===== src/owbm_pkg.sv =====
// shared types and constants for the one-wire bus master
`timescale 1ns / 1ps

package owbm_pkg;

    localparam int APB_ADDR_W = 5;
    localparam int APB_DATA_W = 32;
    localparam int TIMER_W    = 10;

    // request codes as they arrive on the request channel
    typedef enum logic [1:0] {
        REQ_RESET = 2'd0,
        REQ_WRITE = 2'd1,
        REQ_READ  = 2'd2,
        REQ_TICK  = 2'd3
    } req_t;

    // configuration register indexes (word address)
    typedef enum logic [2:0] {
        REG_RESET_LOW     = 3'd0,
        REG_PRESENCE_WAIT = 3'd1,
        REG_RESET_TAIL    = 3'd2,
        REG_WRITE_START   = 3'd3,
        REG_WRITE_HOLD    = 3'd4,
        REG_READ_LOW      = 3'd5,
        REG_READ_SAMPLE   = 3'd6,
        REG_READ_TAIL     = 3'd7
    } reg_idx_t;

    // reset values of the timing registers
    localparam logic [9:0] RESET_LOW_INIT     = 10'd500;
    localparam logic [9:0] PRESENCE_WAIT_INIT = 10'd70;
    localparam logic [9:0] RESET_TAIL_INIT    = 10'd500;
    localparam logic [7:0] WRITE_START_INIT   = 8'd10;
    localparam logic [7:0] WRITE_HOLD_INIT    = 8'd50;
    localparam logic [7:0] READ_LOW_INIT      = 8'd5;
    localparam logic [7:0] READ_SAMPLE_INIT   = 8'd5;
    localparam logic [7:0] READ_TAIL_INIT     = 8'd50;

    typedef struct packed {
        logic [9:0] reset_low_us;
        logic [9:0] presence_wait_us;
        logic [9:0] reset_tail_us;
        logic [7:0] write_start_us;
        logic [7:0] write_hold_us;
        logic [7:0] read_low_us;
        logic [7:0] read_sample_us;
        logic [7:0] read_tail_us;
    } timing_t;

    // one classified transaction waiting for the sequencer
    typedef struct packed {
        req_t       kind;
        logic [7:0] data_byte;
        logic       line_level;
    } q_entry_t;

    // handshake between queue and sequencer
    typedef struct packed {
        logic     valid;
        q_entry_t entry;
    } q_head_t;

    // bus sequencer phases, one-hot
    typedef enum logic [9:0] {
        PH_IDLE     = 10'b00_0000_0001,
        PH_RST_LOW  = 10'b00_0000_0010,
        PH_RST_WAIT = 10'b00_0000_0100,
        PH_RST_TAIL = 10'b00_0000_1000,
        PH_WR_LOW   = 10'b00_0001_0000,
        PH_WR_HOLD  = 10'b00_0010_0000,
        PH_WR_REC   = 10'b00_0100_0000,
        PH_RD_LOW   = 10'b00_1000_0000,
        PH_RD_WAIT  = 10'b01_0000_0000,
        PH_RD_TAIL  = 10'b10_0000_0000
    } phase_t;

endpackage


===== src/owbm_if.sv =====
// request and result channel interfaces
`timescale 1ns / 1ps

interface owbm_req_if;
    logic       valid;
    logic       ready;
    logic [1:0] req_type;
    logic [7:0] data_byte;
    logic       line_level;

    modport source (output valid, output req_type, output data_byte, output line_level,
                    input ready);
    modport sink (input valid, input req_type, input data_byte, input line_level,
                  output ready);
endinterface

interface owbm_res_if;
    logic       valid;
    logic       ready;
    logic       line_release;
    logic       busy_res;
    logic       done_res;
    logic       presence;
    logic [7:0] read_byte;
    logic       rejected;

    modport source (output valid, output line_release, output busy_res, output done_res,
                    output presence, output read_byte, output rejected, input ready);
    modport sink (input valid, input line_release, input busy_res, input done_res,
                  input presence, input read_byte, input rejected, output ready);
endinterface


===== src/owbm_cfg.sv =====
// apb timing register file
`timescale 1ns / 1ps

module owbm_cfg
(
    input  logic                                 clk,
    input  logic                                 rst_n,
    input  logic                                 psel,
    input  logic                                 penable,
    input  logic                                 pwrite,
    input  logic [owbm_pkg::APB_ADDR_W-1:0]      paddr,
    input  logic [owbm_pkg::APB_DATA_W-1:0]      pwdata,
    output logic [owbm_pkg::APB_DATA_W-1:0]      prdata,
    output logic                                 pready,
    output owbm_pkg::timing_t                    timing
);

    owbm_pkg::timing_t  timing_reg;
    owbm_pkg::timing_t  timing_next;
    owbm_pkg::reg_idx_t idx;
    logic               wr_en;

    assign idx    = owbm_pkg::reg_idx_t'(paddr[4:2]);
    assign wr_en  = psel && penable && pwrite;
    assign pready = 1'b1;
    assign timing = timing_reg;

    always_comb
    begin
        timing_next = timing_reg;
        if (wr_en)
        begin
            unique case (idx)
                owbm_pkg::REG_RESET_LOW:     timing_next.reset_low_us     = pwdata[9:0];
                owbm_pkg::REG_PRESENCE_WAIT: timing_next.presence_wait_us = pwdata[9:0];
                owbm_pkg::REG_RESET_TAIL:    timing_next.reset_tail_us    = pwdata[9:0];
                owbm_pkg::REG_WRITE_START:   timing_next.write_start_us   = pwdata[7:0];
                owbm_pkg::REG_WRITE_HOLD:    timing_next.write_hold_us    = pwdata[7:0];
                owbm_pkg::REG_READ_LOW:      timing_next.read_low_us      = pwdata[7:0];
                owbm_pkg::REG_READ_SAMPLE:   timing_next.read_sample_us   = pwdata[7:0];
                owbm_pkg::REG_READ_TAIL:     timing_next.read_tail_us     = pwdata[7:0];
            endcase
        end
    end

    always_comb
    begin
        unique case (idx)
            owbm_pkg::REG_RESET_LOW:     prdata = {22'd0, timing_reg.reset_low_us};
            owbm_pkg::REG_PRESENCE_WAIT: prdata = {22'd0, timing_reg.presence_wait_us};
            owbm_pkg::REG_RESET_TAIL:    prdata = {22'd0, timing_reg.reset_tail_us};
            owbm_pkg::REG_WRITE_START:   prdata = {24'd0, timing_reg.write_start_us};
            owbm_pkg::REG_WRITE_HOLD:    prdata = {24'd0, timing_reg.write_hold_us};
            owbm_pkg::REG_READ_LOW:      prdata = {24'd0, timing_reg.read_low_us};
            owbm_pkg::REG_READ_SAMPLE:   prdata = {24'd0, timing_reg.read_sample_us};
            owbm_pkg::REG_READ_TAIL:     prdata = {24'd0, timing_reg.read_tail_us};
        endcase
    end

    always_ff @(posedge clk or negedge rst_n)
    begin
        if (!rst_n)
        begin
            timing_reg.reset_low_us     <= owbm_pkg::RESET_LOW_INIT;
            timing_reg.presence_wait_us <= owbm_pkg::PRESENCE_WAIT_INIT;
            timing_reg.reset_tail_us    <= owbm_pkg::RESET_TAIL_INIT;
            timing_reg.write_start_us   <= owbm_pkg::WRITE_START_INIT;
            timing_reg.write_hold_us    <= owbm_pkg::WRITE_HOLD_INIT;
            timing_reg.read_low_us      <= owbm_pkg::READ_LOW_INIT;
            timing_reg.read_sample_us   <= owbm_pkg::READ_SAMPLE_INIT;
            timing_reg.read_tail_us     <= owbm_pkg::READ_TAIL_INIT;
        end
        else
        begin
            timing_reg <= timing_next;
        end
    end

endmodule


===== src/owbm_front.sv =====
// request intake: classifies transactions and queues them for the sequencer
`timescale 1ns / 1ps

module owbm_front
#(
    parameter int QUEUE_DEPTH = 2
)
(
    input  logic              clk,
    input  logic              rst_n,
    owbm_req_if.sink          req,
    input  logic              q_pop,
    output owbm_pkg::q_head_t q_head
);

    localparam int PTR_W = (QUEUE_DEPTH > 1) ? $clog2(QUEUE_DEPTH) : 1;
    localparam int CNT_W = $clog2(QUEUE_DEPTH + 1);

    owbm_pkg::q_entry_t q_mem [QUEUE_DEPTH];
    owbm_pkg::q_entry_t in_entry;
    logic [PTR_W-1:0]   wr_ptr_reg, wr_ptr_next;
    logic [PTR_W-1:0]   rd_ptr_reg, rd_ptr_next;
    logic [CNT_W-1:0]   cnt_reg, cnt_next;
    logic               push;
    logic               pop;

    assign in_entry.kind       = owbm_pkg::req_t'(req.req_type);
    assign in_entry.data_byte  = req.data_byte;
    assign in_entry.line_level = req.line_level;

    assign req.ready    = (cnt_reg != CNT_W'(QUEUE_DEPTH));
    assign push         = req.valid && req.ready;
    assign q_head.valid = (cnt_reg != '0);
    assign q_head.entry = q_mem[rd_ptr_reg];
    assign pop          = q_pop && q_head.valid;

    always_comb
    begin
        wr_ptr_next = wr_ptr_reg;
        rd_ptr_next = rd_ptr_reg;
        cnt_next    = cnt_reg;
        if (push)
            wr_ptr_next = (wr_ptr_reg == PTR_W'(QUEUE_DEPTH - 1)) ? '0 : wr_ptr_reg + 1'b1;
        if (pop)
            rd_ptr_next = (rd_ptr_reg == PTR_W'(QUEUE_DEPTH - 1)) ? '0 : rd_ptr_reg + 1'b1;
        if (push && !pop)
            cnt_next = cnt_reg + 1'b1;
        else if (pop && !push)
            cnt_next = cnt_reg - 1'b1;
    end

    always_ff @(posedge clk)
    begin
        if (push)
            q_mem[wr_ptr_reg] <= in_entry;
    end

    always_ff @(posedge clk or negedge rst_n)
    begin
        if (!rst_n)
        begin
            wr_ptr_reg <= '0;
            rd_ptr_reg <= '0;
            cnt_reg    <= '0;
        end
        else
        begin
            wr_ptr_reg <= wr_ptr_next;
            rd_ptr_reg <= rd_ptr_next;
            cnt_reg    <= cnt_next;
        end
    end

endmodule


===== src/owbm_back.sv =====
// bus sequencer: runs reset, write and read slots off the tick stream
`timescale 1ns / 1ps

module owbm_back
(
    input  logic              clk,
    input  logic              rst_n,
    input  owbm_pkg::timing_t timing,
    input  owbm_pkg::q_head_t q_head,
    output logic              q_pop,
    owbm_res_if.source        res
);

    owbm_pkg::phase_t phase_reg, phase_next;
    logic [9:0]       timer_reg, timer_next;
    logic [2:0]       bit_idx_reg, bit_idx_next;
    logic [7:0]       shift_reg, shift_next;
    logic             presence_reg, presence_next;
    logic             line_reg, line_next;
    logic [7:0]       last_read_reg, last_read_next;
    logic             done;
    logic             rej;

    logic             out_valid_reg;
    logic             out_line_reg;
    logic             out_busy_reg;
    logic             out_done_reg;
    logic             out_presence_reg;
    logic [7:0]       out_read_reg;
    logic             out_rej_reg;

    assign q_pop = q_head.valid && (!out_valid_reg || res.ready);

    always_comb
    begin
        phase_next     = phase_reg;
        timer_next     = timer_reg;
        bit_idx_next   = bit_idx_reg;
        shift_next     = shift_reg;
        presence_next  = presence_reg;
        line_next      = line_reg;
        last_read_next = last_read_reg;
        done           = 1'b0;
        rej            = 1'b0;

        if (q_head.entry.kind != owbm_pkg::REQ_TICK)
        begin
            if (phase_reg != owbm_pkg::PH_IDLE)
                rej = 1'b1;
            else
            begin
                unique case (q_head.entry.kind)
                    owbm_pkg::REQ_RESET:
                    begin
                        phase_next = owbm_pkg::PH_RST_LOW;
                        timer_next = timing.reset_low_us;
                        line_next  = 1'b0;
                    end
                    owbm_pkg::REQ_WRITE:
                    begin
                        shift_next   = q_head.entry.data_byte;
                        bit_idx_next = 3'd0;
                        phase_next   = owbm_pkg::PH_WR_LOW;
                        timer_next   = {2'd0, timing.write_start_us};
                        line_next    = 1'b0;
                    end
                    owbm_pkg::REQ_READ:
                    begin
                        shift_next   = 8'd0;
                        bit_idx_next = 3'd0;
                        phase_next   = owbm_pkg::PH_RD_LOW;
                        timer_next   = {2'd0, timing.read_low_us};
                        line_next    = 1'b0;
                    end
                    owbm_pkg::REQ_TICK: ;
                endcase
            end
        end
        else if (phase_reg != owbm_pkg::PH_IDLE)
        begin
            if (timer_reg > 10'd1)
                timer_next = timer_reg - 10'd1;
            else
            begin
                unique case (phase_reg)
                    owbm_pkg::PH_RST_LOW:
                    begin
                        phase_next = owbm_pkg::PH_RST_WAIT;
                        timer_next = timing.presence_wait_us;
                        line_next  = 1'b1;
                    end
                    owbm_pkg::PH_RST_WAIT:
                    begin
                        presence_next = ~q_head.entry.line_level;
                        phase_next    = owbm_pkg::PH_RST_TAIL;
                        timer_next    = timing.reset_tail_us;
                        line_next     = 1'b1;
                    end
                    owbm_pkg::PH_RST_TAIL:
                    begin
                        phase_next = owbm_pkg::PH_IDLE;
                        timer_next = 10'd0;
                        done       = 1'b1;
                    end
                    owbm_pkg::PH_WR_LOW:
                    begin
                        phase_next = owbm_pkg::PH_WR_HOLD;
                        timer_next = {2'd0, timing.write_hold_us};
                        line_next  = shift_reg[0];
                    end
                    owbm_pkg::PH_WR_HOLD:
                    begin
                        line_next  = 1'b1;
                        shift_next = {1'b0, shift_reg[7:1]};
                        if (bit_idx_reg == 3'd7)
                        begin
                            phase_next = owbm_pkg::PH_IDLE;
                            timer_next = 10'd0;
                            done       = 1'b1;
                        end
                        else
                        begin
                            // one released recovery tick between bits
                            phase_next = owbm_pkg::PH_WR_REC;
                            timer_next = 10'd1;
                        end
                    end
                    owbm_pkg::PH_WR_REC:
                    begin
                        bit_idx_next = bit_idx_reg + 3'd1;
                        phase_next   = owbm_pkg::PH_WR_LOW;
                        timer_next   = {2'd0, timing.write_start_us};
                        line_next    = 1'b0;
                    end
                    owbm_pkg::PH_RD_LOW:
                    begin
                        phase_next = owbm_pkg::PH_RD_WAIT;
                        timer_next = {2'd0, timing.read_sample_us};
                        line_next  = 1'b1;
                    end
                    owbm_pkg::PH_RD_WAIT:
                    begin
                        shift_next = {q_head.entry.line_level, shift_reg[7:1]};
                        phase_next = owbm_pkg::PH_RD_TAIL;
                        timer_next = {2'd0, timing.read_tail_us};
                        line_next  = 1'b1;
                    end
                    owbm_pkg::PH_RD_TAIL:
                    begin
                        if (bit_idx_reg == 3'd7)
                        begin
                            last_read_next = shift_reg;
                            phase_next     = owbm_pkg::PH_IDLE;
                            timer_next     = 10'd0;
                            done           = 1'b1;
                        end
                        else
                        begin
                            bit_idx_next = bit_idx_reg + 3'd1;
                            phase_next   = owbm_pkg::PH_RD_LOW;
                            timer_next   = {2'd0, timing.read_low_us};
                            line_next    = 1'b0;
                        end
                    end
                    default:
                    begin
                        phase_next = owbm_pkg::PH_IDLE;
                        timer_next = 10'd0;
                        line_next  = 1'b1;
                    end
                endcase
            end
        end
    end

    always_ff @(posedge clk or negedge rst_n)
    begin
        if (!rst_n)
        begin
            phase_reg     <= owbm_pkg::PH_IDLE;
            timer_reg     <= 10'd0;
            bit_idx_reg   <= 3'd0;
            shift_reg     <= 8'd0;
            presence_reg  <= 1'b0;
            line_reg      <= 1'b1;
            last_read_reg <= 8'd0;
            out_valid_reg <= 1'b0;
        end
        else
        begin
            if (q_pop)
            begin
                phase_reg     <= phase_next;
                timer_reg     <= timer_next;
                bit_idx_reg   <= bit_idx_next;
                shift_reg     <= shift_next;
                presence_reg  <= presence_next;
                line_reg      <= line_next;
                last_read_reg <= last_read_next;
                out_valid_reg <= 1'b1;
            end
            else if (res.ready)
                out_valid_reg <= 1'b0;
        end
    end

    // result payload, loaded with the post-transaction state
    always_ff @(posedge clk)
    begin
        if (q_pop)
        begin
            out_line_reg     <= line_next;
            out_busy_reg     <= (phase_next != owbm_pkg::PH_IDLE);
            out_done_reg     <= done;
            out_presence_reg <= presence_next;
            out_read_reg     <= last_read_next;
            out_rej_reg      <= rej;
        end
    end

    assign res.valid        = out_valid_reg;
    assign res.line_release = out_line_reg;
    assign res.busy_res     = out_busy_reg;
    assign res.done_res     = out_done_reg;
    assign res.presence     = out_presence_reg;
    assign res.read_byte    = out_read_reg;
    assign res.rejected     = out_rej_reg;

endmodule


===== src/one_wire_bus_master.sv =====
// top level of the one-wire bus master
`timescale 1ns / 1ps

// One-wire bus master driven by a stream of transactions on the req channel: a
// transaction is a command (bus reset with presence detect, write byte, read byte) or
// a one-microsecond tick carrying the sampled bus level. Every accepted transaction
// yields exactly one result on the res channel with the line drive (1 released, 0 pulled
// low), busy, done, the last presence flag (1 when a device answered), the last byte read
// (lsb first) and a rejected flag for commands that arrive while an operation runs.
// Slot timing comes from eight apb registers at byte addresses 4*i (reset low, presence
// wait, reset tail, write start, write hold, read low, read sample, read tail); a value
// of zero behaves as one tick. The intake queue (QUEUE_DEPTH entries) decouples the
// request side from the sequencer, so a new transaction is taken while a result still
// waits on the output register. Throughput is one transaction per clock while res is
// ready; an accepted transaction is held in the queue register, then the output register,
// before its result shows on res. No clearing pass is needed after reset.
module one_wire_bus_master
#(
    parameter int QUEUE_DEPTH = 2
)
(
    input  logic                            clk,
    input  logic                            rst_n,
    owbm_req_if.sink                        req,
    owbm_res_if.source                      res,
    input  logic                            psel,
    input  logic                            penable,
    input  logic                            pwrite,
    input  logic [owbm_pkg::APB_ADDR_W-1:0] paddr,
    input  logic [owbm_pkg::APB_DATA_W-1:0] pwdata,
    output logic [owbm_pkg::APB_DATA_W-1:0] prdata,
    output logic                            pready
);

    owbm_pkg::timing_t timing;
    owbm_pkg::q_head_t q_head;
    logic              q_pop;

    // timing registers
    owbm_cfg u_cfg
    (
        .clk     (clk),
        .rst_n   (rst_n),
        .psel    (psel),
        .penable (penable),
        .pwrite  (pwrite),
        .paddr   (paddr),
        .pwdata  (pwdata),
        .prdata  (prdata),
        .pready  (pready),
        .timing  (timing)
    );

    // intake queue
    owbm_front #(.QUEUE_DEPTH(QUEUE_DEPTH)) u_front
    (
        .clk    (clk),
        .rst_n  (rst_n),
        .req    (req),
        .q_pop  (q_pop),
        .q_head (q_head)
    );

    // slot sequencer and result register
    owbm_back u_back
    (
        .clk    (clk),
        .rst_n  (rst_n),
        .timing (timing),
        .q_head (q_head),
        .q_pop  (q_pop),
        .res    (res)
    );

    // a transaction cannot both complete an operation and be turned away
    a_done_not_rej: assert property (@(posedge clk) disable iff (!rst_n)
        res.valid |-> !(res.done_res && res.rejected))
        else $error("done and rejected in the same result");

    // completion always leaves the sequencer idle
    a_done_idle: assert property (@(posedge clk) disable iff (!rst_n)
        (res.valid && res.done_res) |-> !res.busy_res)
        else $error("done reported while still busy");

    // the bus is never held low once idle
    a_idle_released: assert property (@(posedge clk) disable iff (!rst_n)
        (res.valid && !res.busy_res) |-> res.line_release)
        else $error("line pulled low while idle");

    // sequencer pops only a queued transaction
    a_pop_valid: assert property (@(posedge clk) disable iff (!rst_n)
        q_pop |-> q_head.valid)
        else $error("pop from empty queue");

endmodule

===== src/flat_wrapper.sv =====
// flat-port wrapper written by rule: the top's interface ports become plain ports
module one_wire_bus_master_flat 
#(
    parameter int QUEUE_DEPTH = 2
)
  (clk, rst_n, psel, penable, pwrite, paddr, pwdata, prdata, pready, req_valid, req_req_type, req_data_byte, req_line_level, req_ready, res_valid, res_line_release, res_busy_res, res_done_res, res_presence, res_read_byte, res_rejected, res_ready);
  owbm_req_if req_i ();
  owbm_res_if res_i ();
  input  logic clk;
  input  logic rst_n;
  input  logic psel;
  input  logic penable;
  input  logic pwrite;
  input  logic [owbm_pkg::APB_ADDR_W-1:0] paddr;
  input  logic [owbm_pkg::APB_DATA_W-1:0] pwdata;
  output logic [owbm_pkg::APB_DATA_W-1:0] prdata;
  output logic pready;
  input wire logic [$bits(req_i.valid)-1:0] req_valid;
  input wire logic [$bits(req_i.req_type)-1:0] req_req_type;
  input wire logic [$bits(req_i.data_byte)-1:0] req_data_byte;
  input wire logic [$bits(req_i.line_level)-1:0] req_line_level;
  output wire logic [$bits(req_i.ready)-1:0] req_ready;
  output wire logic [$bits(res_i.valid)-1:0] res_valid;
  output wire logic [$bits(res_i.line_release)-1:0] res_line_release;
  output wire logic [$bits(res_i.busy_res)-1:0] res_busy_res;
  output wire logic [$bits(res_i.done_res)-1:0] res_done_res;
  output wire logic [$bits(res_i.presence)-1:0] res_presence;
  output wire logic [$bits(res_i.read_byte)-1:0] res_read_byte;
  output wire logic [$bits(res_i.rejected)-1:0] res_rejected;
  input wire logic [$bits(res_i.ready)-1:0] res_ready;
  assign req_i.valid = req_valid;
  assign req_i.req_type = req_req_type;
  assign req_i.data_byte = req_data_byte;
  assign req_i.line_level = req_line_level;
  assign req_ready = req_i.ready;
  assign res_valid = res_i.valid;
  assign res_line_release = res_i.line_release;
  assign res_busy_res = res_i.busy_res;
  assign res_done_res = res_i.done_res;
  assign res_presence = res_i.presence;
  assign res_read_byte = res_i.read_byte;
  assign res_rejected = res_i.rejected;
  assign res_i.ready = res_ready;
  one_wire_bus_master #(.QUEUE_DEPTH(QUEUE_DEPTH)) u_core (.clk(clk), .rst_n(rst_n), .req(req_i), .res(res_i), .psel(psel), .penable(penable), .pwrite(pwrite), .paddr(paddr), .pwdata(pwdata), .prdata(prdata), .pready(pready));
endmodule

===== config.mk =====
export PLATFORM = sky130hd
export DESIGN_NAME = one_wire_bus_master_flat
export DESIGN_NICKNAME = d
export VERILOG_FILES = /design/src/owbm_pkg.sv /design/src/owbm_if.sv /design/src/owbm_cfg.sv /design/src/owbm_front.sv /design/src/owbm_back.sv /design/src/one_wire_bus_master.sv /design/src/flat_wrapper.sv
export SDC_FILE = /design/constraint.sdc
export NUM_CORES = 1
export LEC_CHECK = 0
export ABC_AREA = 1
export ABC_CLOCK_PERIOD_IN_PS = 3100
export BUFFER_PORTS_ARGS = -buffer_cell sky130_fd_sc_hd__buf_2
export CORE_MARGIN = 3
export CORE_UTILIZATION = 45
export DETAILED_ROUTE_END_ITERATION = 16
export GPL_TIMING_DRIVEN = 1
export PLACE_DENSITY = 0.69
export SLEW_MARGIN = 5
export SYNTH_ARGS = -nofsm -noshare
export SYNTH_HDL_FRONTEND = slang
export SYNTH_SLANG_ARGS = --single-unit

===== constraint.sdc =====
create_clock -name clk -period 3.1 [get_ports clk]
set_input_delay 0.465 -clock clk [delete_from_list [all_inputs] [get_ports clk]]
set_output_delay 0.465 -clock clk [all_outputs]
set_load 0.01 [all_outputs]

==> impl_metrics.json <==
{
  "period_share_pct": 91.4,
  "grt_overflow_total": 0,
  "min_path_type": "primary input to async pin",
  "critPathMaxFanout": 12,
  "synth-simple-area-share_pct": 24.8,
  "run_status": "finished, final reports clean",
  "p_clk_share_pct": 21.4,
  "place_inst": 1322,
  "gp_congestion": 0.984,
  "cts_tree": "built",
  "synthMuxAreaShare_pct": 0,
  "path_depth": 13,
  "path_clk_slew_ps": 60,
  "yosysWarnings": 0,
  "worstPathArrival_ps": 3150,
  "rsz0062_at_grt": "no",
  "final.min_clock_period_ps": 2830,
  "syn-mean-instance-area_sq_um": 8.03,
  "start_util_pct": 46.3,
  "fmax_ghz": 0.353,
  "finalPower_mw": 9.38,
  "ys_ff_latch": 151,
  "synth_area_leaders": "dfrtp_1, edfxtp_1, nand2_1",
  "setup-violations-final": 0,
  "synth_compound_area_share_pct": 15.9,
  "post_dp_cell_area_sq_mm": 0.00892,
  "criticalPathCategory": "flop to flop",
  "drt_iter0_drc": 767,
  "power_switching_share_pct": 45.3,
  "yosysTopAreaCell": "dfrtp_1",
  "critPathMaxStageDelay_ps": 460,
  "clk_latency_ps": 430,
  "wl_per_cell_um": 17.5,
  "slew_viol_final": 0,
  "yosysUniqueCellTypes": 45,
  "synth-seq-area-share_pct": 47.5,
  "wl_met3_um": 2340,
  "grt_pass1_wl_um": 37400,
  "drcViolationCount": 0,
  "first_global_vias": 6819,
  "ant_nets": 0,
  "synthAdderAreaFrac_pct": 1.79,
  "yosysMostFrequentCell": "nand2_1",
  "final.setup_skew_ps": 14.7,
  "synth_top_family_by_area": "simple AND/OR/NAND/NOR gates",
  "grt_max_degree": 48,
  "leakage_nw": 4.43,
  "highest_layer": "met4",
  "drtPass1Iterations": 8,
  "start_kind": "flop",
  "switchingPower_mw": 4.25,
  "htree_levels": 4,
  "cts_setup_buffers": 0,
  "routed_wirelength_um": 23700,
  "cts_buffer_depth": 2,
  "synth_commonest_cells": "nand2_1, o21ai_0, inv_1",
  "cts_hold_buffers": 0,
  "syn-cell-area_sq_mm": 0.00840,
  "cp_cell_sequence": "inv_1 > or2_2 > o21ai_0 > inv_1 > ha_1 > ha_1 > or2_2 > nor2_1 > nand2_2 > inv_2 > o211ai_1 > nor2_1 > nor2_1",
  "ys.flop_type": "dfrtp_1",
  "met1Wirelength_um": 10400,
  "ir_worst_vdd_mv": 0.557,
  "combPwrFrac_pct": 46.0,
  "drv_cap": 0,
  "antenna_found_initial": 0,
  "layout-drive-gt1-share_pct": 17.5,
  "synth_cells": 1046,
  "synth_xor_area_share_pct": 0.417,
  "relSlewSlack_pct": 34.7,
  "largest_register_ffs": 70,
  "areaGrowthSynthToFinish_pct": 12.9,
  "die_h_um": 143,
  "power.internal_mw": 5.13,
  "via_per_inst": 5.45,
  "rr_worst_depth": 13,
  "io_pins": 103,
  "setup_tns_ps": 0,
  "p_per_area_mw_per_mm2": 988,
  "crit_slowest_cell": "dfrtp_2",
  "nNetsFinal": 1179,
  "track_usage_pct": 23.7,
  "final_area_sq_mm": 0.00949,
  "final_hold_viol_count": 0,
  "finish.utilization_pct": 52.3,
  "synth_edf_count": 35,
  "vias": 7380,
  "p_seq_share_pct": 32.6,
  "critPathBufInv": 3,
  "yosysTopAreaCellShare_pct": 25.9,
  "synthArstFlopShare_pct": 76.8,
  "cp-end-kind": "flop",
  "required_ps": 3420,
  "die_x_um": 143,
  "clockRootBuffer": "clkbuf_16",
  "core_sq_mm": 0.0181,
  "numCtsBuffers": 17,
  "worst_slew_pin_slew_ps": 975,
  "dr_wl_met2_um": 10500,
  "critPathTopFamily": "simple AND/OR/NAND/NOR gates",
  "path_common_cell": "nor2_1",
  "std_cell_rows": 49,
  "port_buffers": 55,
  "hold-worst-slack_ps": 55.2,
  "hpwl_um": 16800,
  "dp_slack_ps": 44.0,
  "fin_cells": 1354,
  "insertedDiodeCount": 0,
  "numClockSinks": 151,
  "fp.dieArea_sq_mm": 0.0203,
  "fin_ws_ps": 266
}
==> final timing paths <==
check	start	slack [ps]	endpoint
max	u_core.u_front.rd_ptr_reg$_DFFE_PN0P_	270	u_core.u_back.timer_reg[5]$_DFFE_PN0P_
min	rst_n	60	u_core.u_back.last_read_reg[3]$_DFFE_PN0P_
max reg2reg	u_core.u_front.rd_ptr_reg$_DFFE_PN0P_	270	u_core.u_back.timer_reg[5]$_DFFE_PN0P_
min reg2reg	u_core.u_back.last_read_reg[1]$_DFFE_PN0P_	480	u_core.u_back.last_read_reg[1]$_DFFE_PN0P_
max in group asynchronous	rst_n	2230	u_core.u_cfg.timing[62]$_DFFE_PN1P_
min in group clk	req_data_byte[4]	220	u_core.u_front.q_mem[1][5]$_DFFE_PP_
==> repair_timing <==
action                     CTS  global route
pin swaps                    0             0
setup endpoints to repair    1             9
gates resized for setup      1             2
==> power by group through the flow <==
stage          Sequential, mW  Combinational [mW]  Clock (mW)
2_1_floorplan            3.00                2.94           0
3_3_place_gp             3.06                4.13           0
3_5_place_dp             3.07                4.20           0
4_1_cts                  3.05                4.23        2.04
5_1_grt                  3.12                4.72        2.14
6_report                 3.06                4.32        2.01
==> routing by layer <==
metal	track usage, %	vias up
li1	-	3521
met1	34.8	3436
met2	35.0	381
met3	6.06	42
met4	6.55	0
met5	0	-
==> cell families after synthesis <==
family | count (synthesis)
buffers and inverters | 181
adder cells (fa/ha/maj) | 12
AND/OR/NAND/NOR | 468
flip-flops | 151
AO/OA/AOI/OAI | 228
XOR/XNOR | 4
other | 2
==> cells in the final DEF (no fill, tap or decap), drive strengths merged, types with 4 or more instances in the layout <==
cell type	netlist	final
buf	32	77
dfstp	29	29
a21oi	25	25
o2111ai	4	4
nor2	103	103
conb	2	23
nand3	68	68
o211ai	6	6
dfrtp	87	87
a211oi	6	6
clkbuf	19	20
or2	5	5
clkinv	1	7
inv	129	130
a221oi	5	5
o22ai	25	25
nor3	4	4
o21ai	150	150
nand2	285	285
ha	12	12
edfxtp	35	35
==> worst register-to-register path: stages (launching register included) <==
cell	delay [ps]
dfrtp_2	460
inv_1	90
or2_2	270
o21ai_0	160
inv_1	160
ha_1	290
ha_1	210
or2_2	300
nor2_1	120
nand2_2	180
inv_2	200
o211ai_1	110
nor2_1	120
nor2_1	40
==> final cells by class <==
| cell class | count | area [sq um] |
|---|---|---|
| Tap cell | 229 | 287 |
| Fill cell | 1727 | 8660 |
| Inverter | 130 | 494 |
| Multi-Input combinational cell | 735 | 3700 |
| Sequential cell | 151 | 3990 |
| Timing Repair Buffer | 77 | 455 |
| Clock buffer | 20 | 437 |
| Clock inverter | 12 | 129 |
Note: power is estimated with default switching activity, not from simulation.
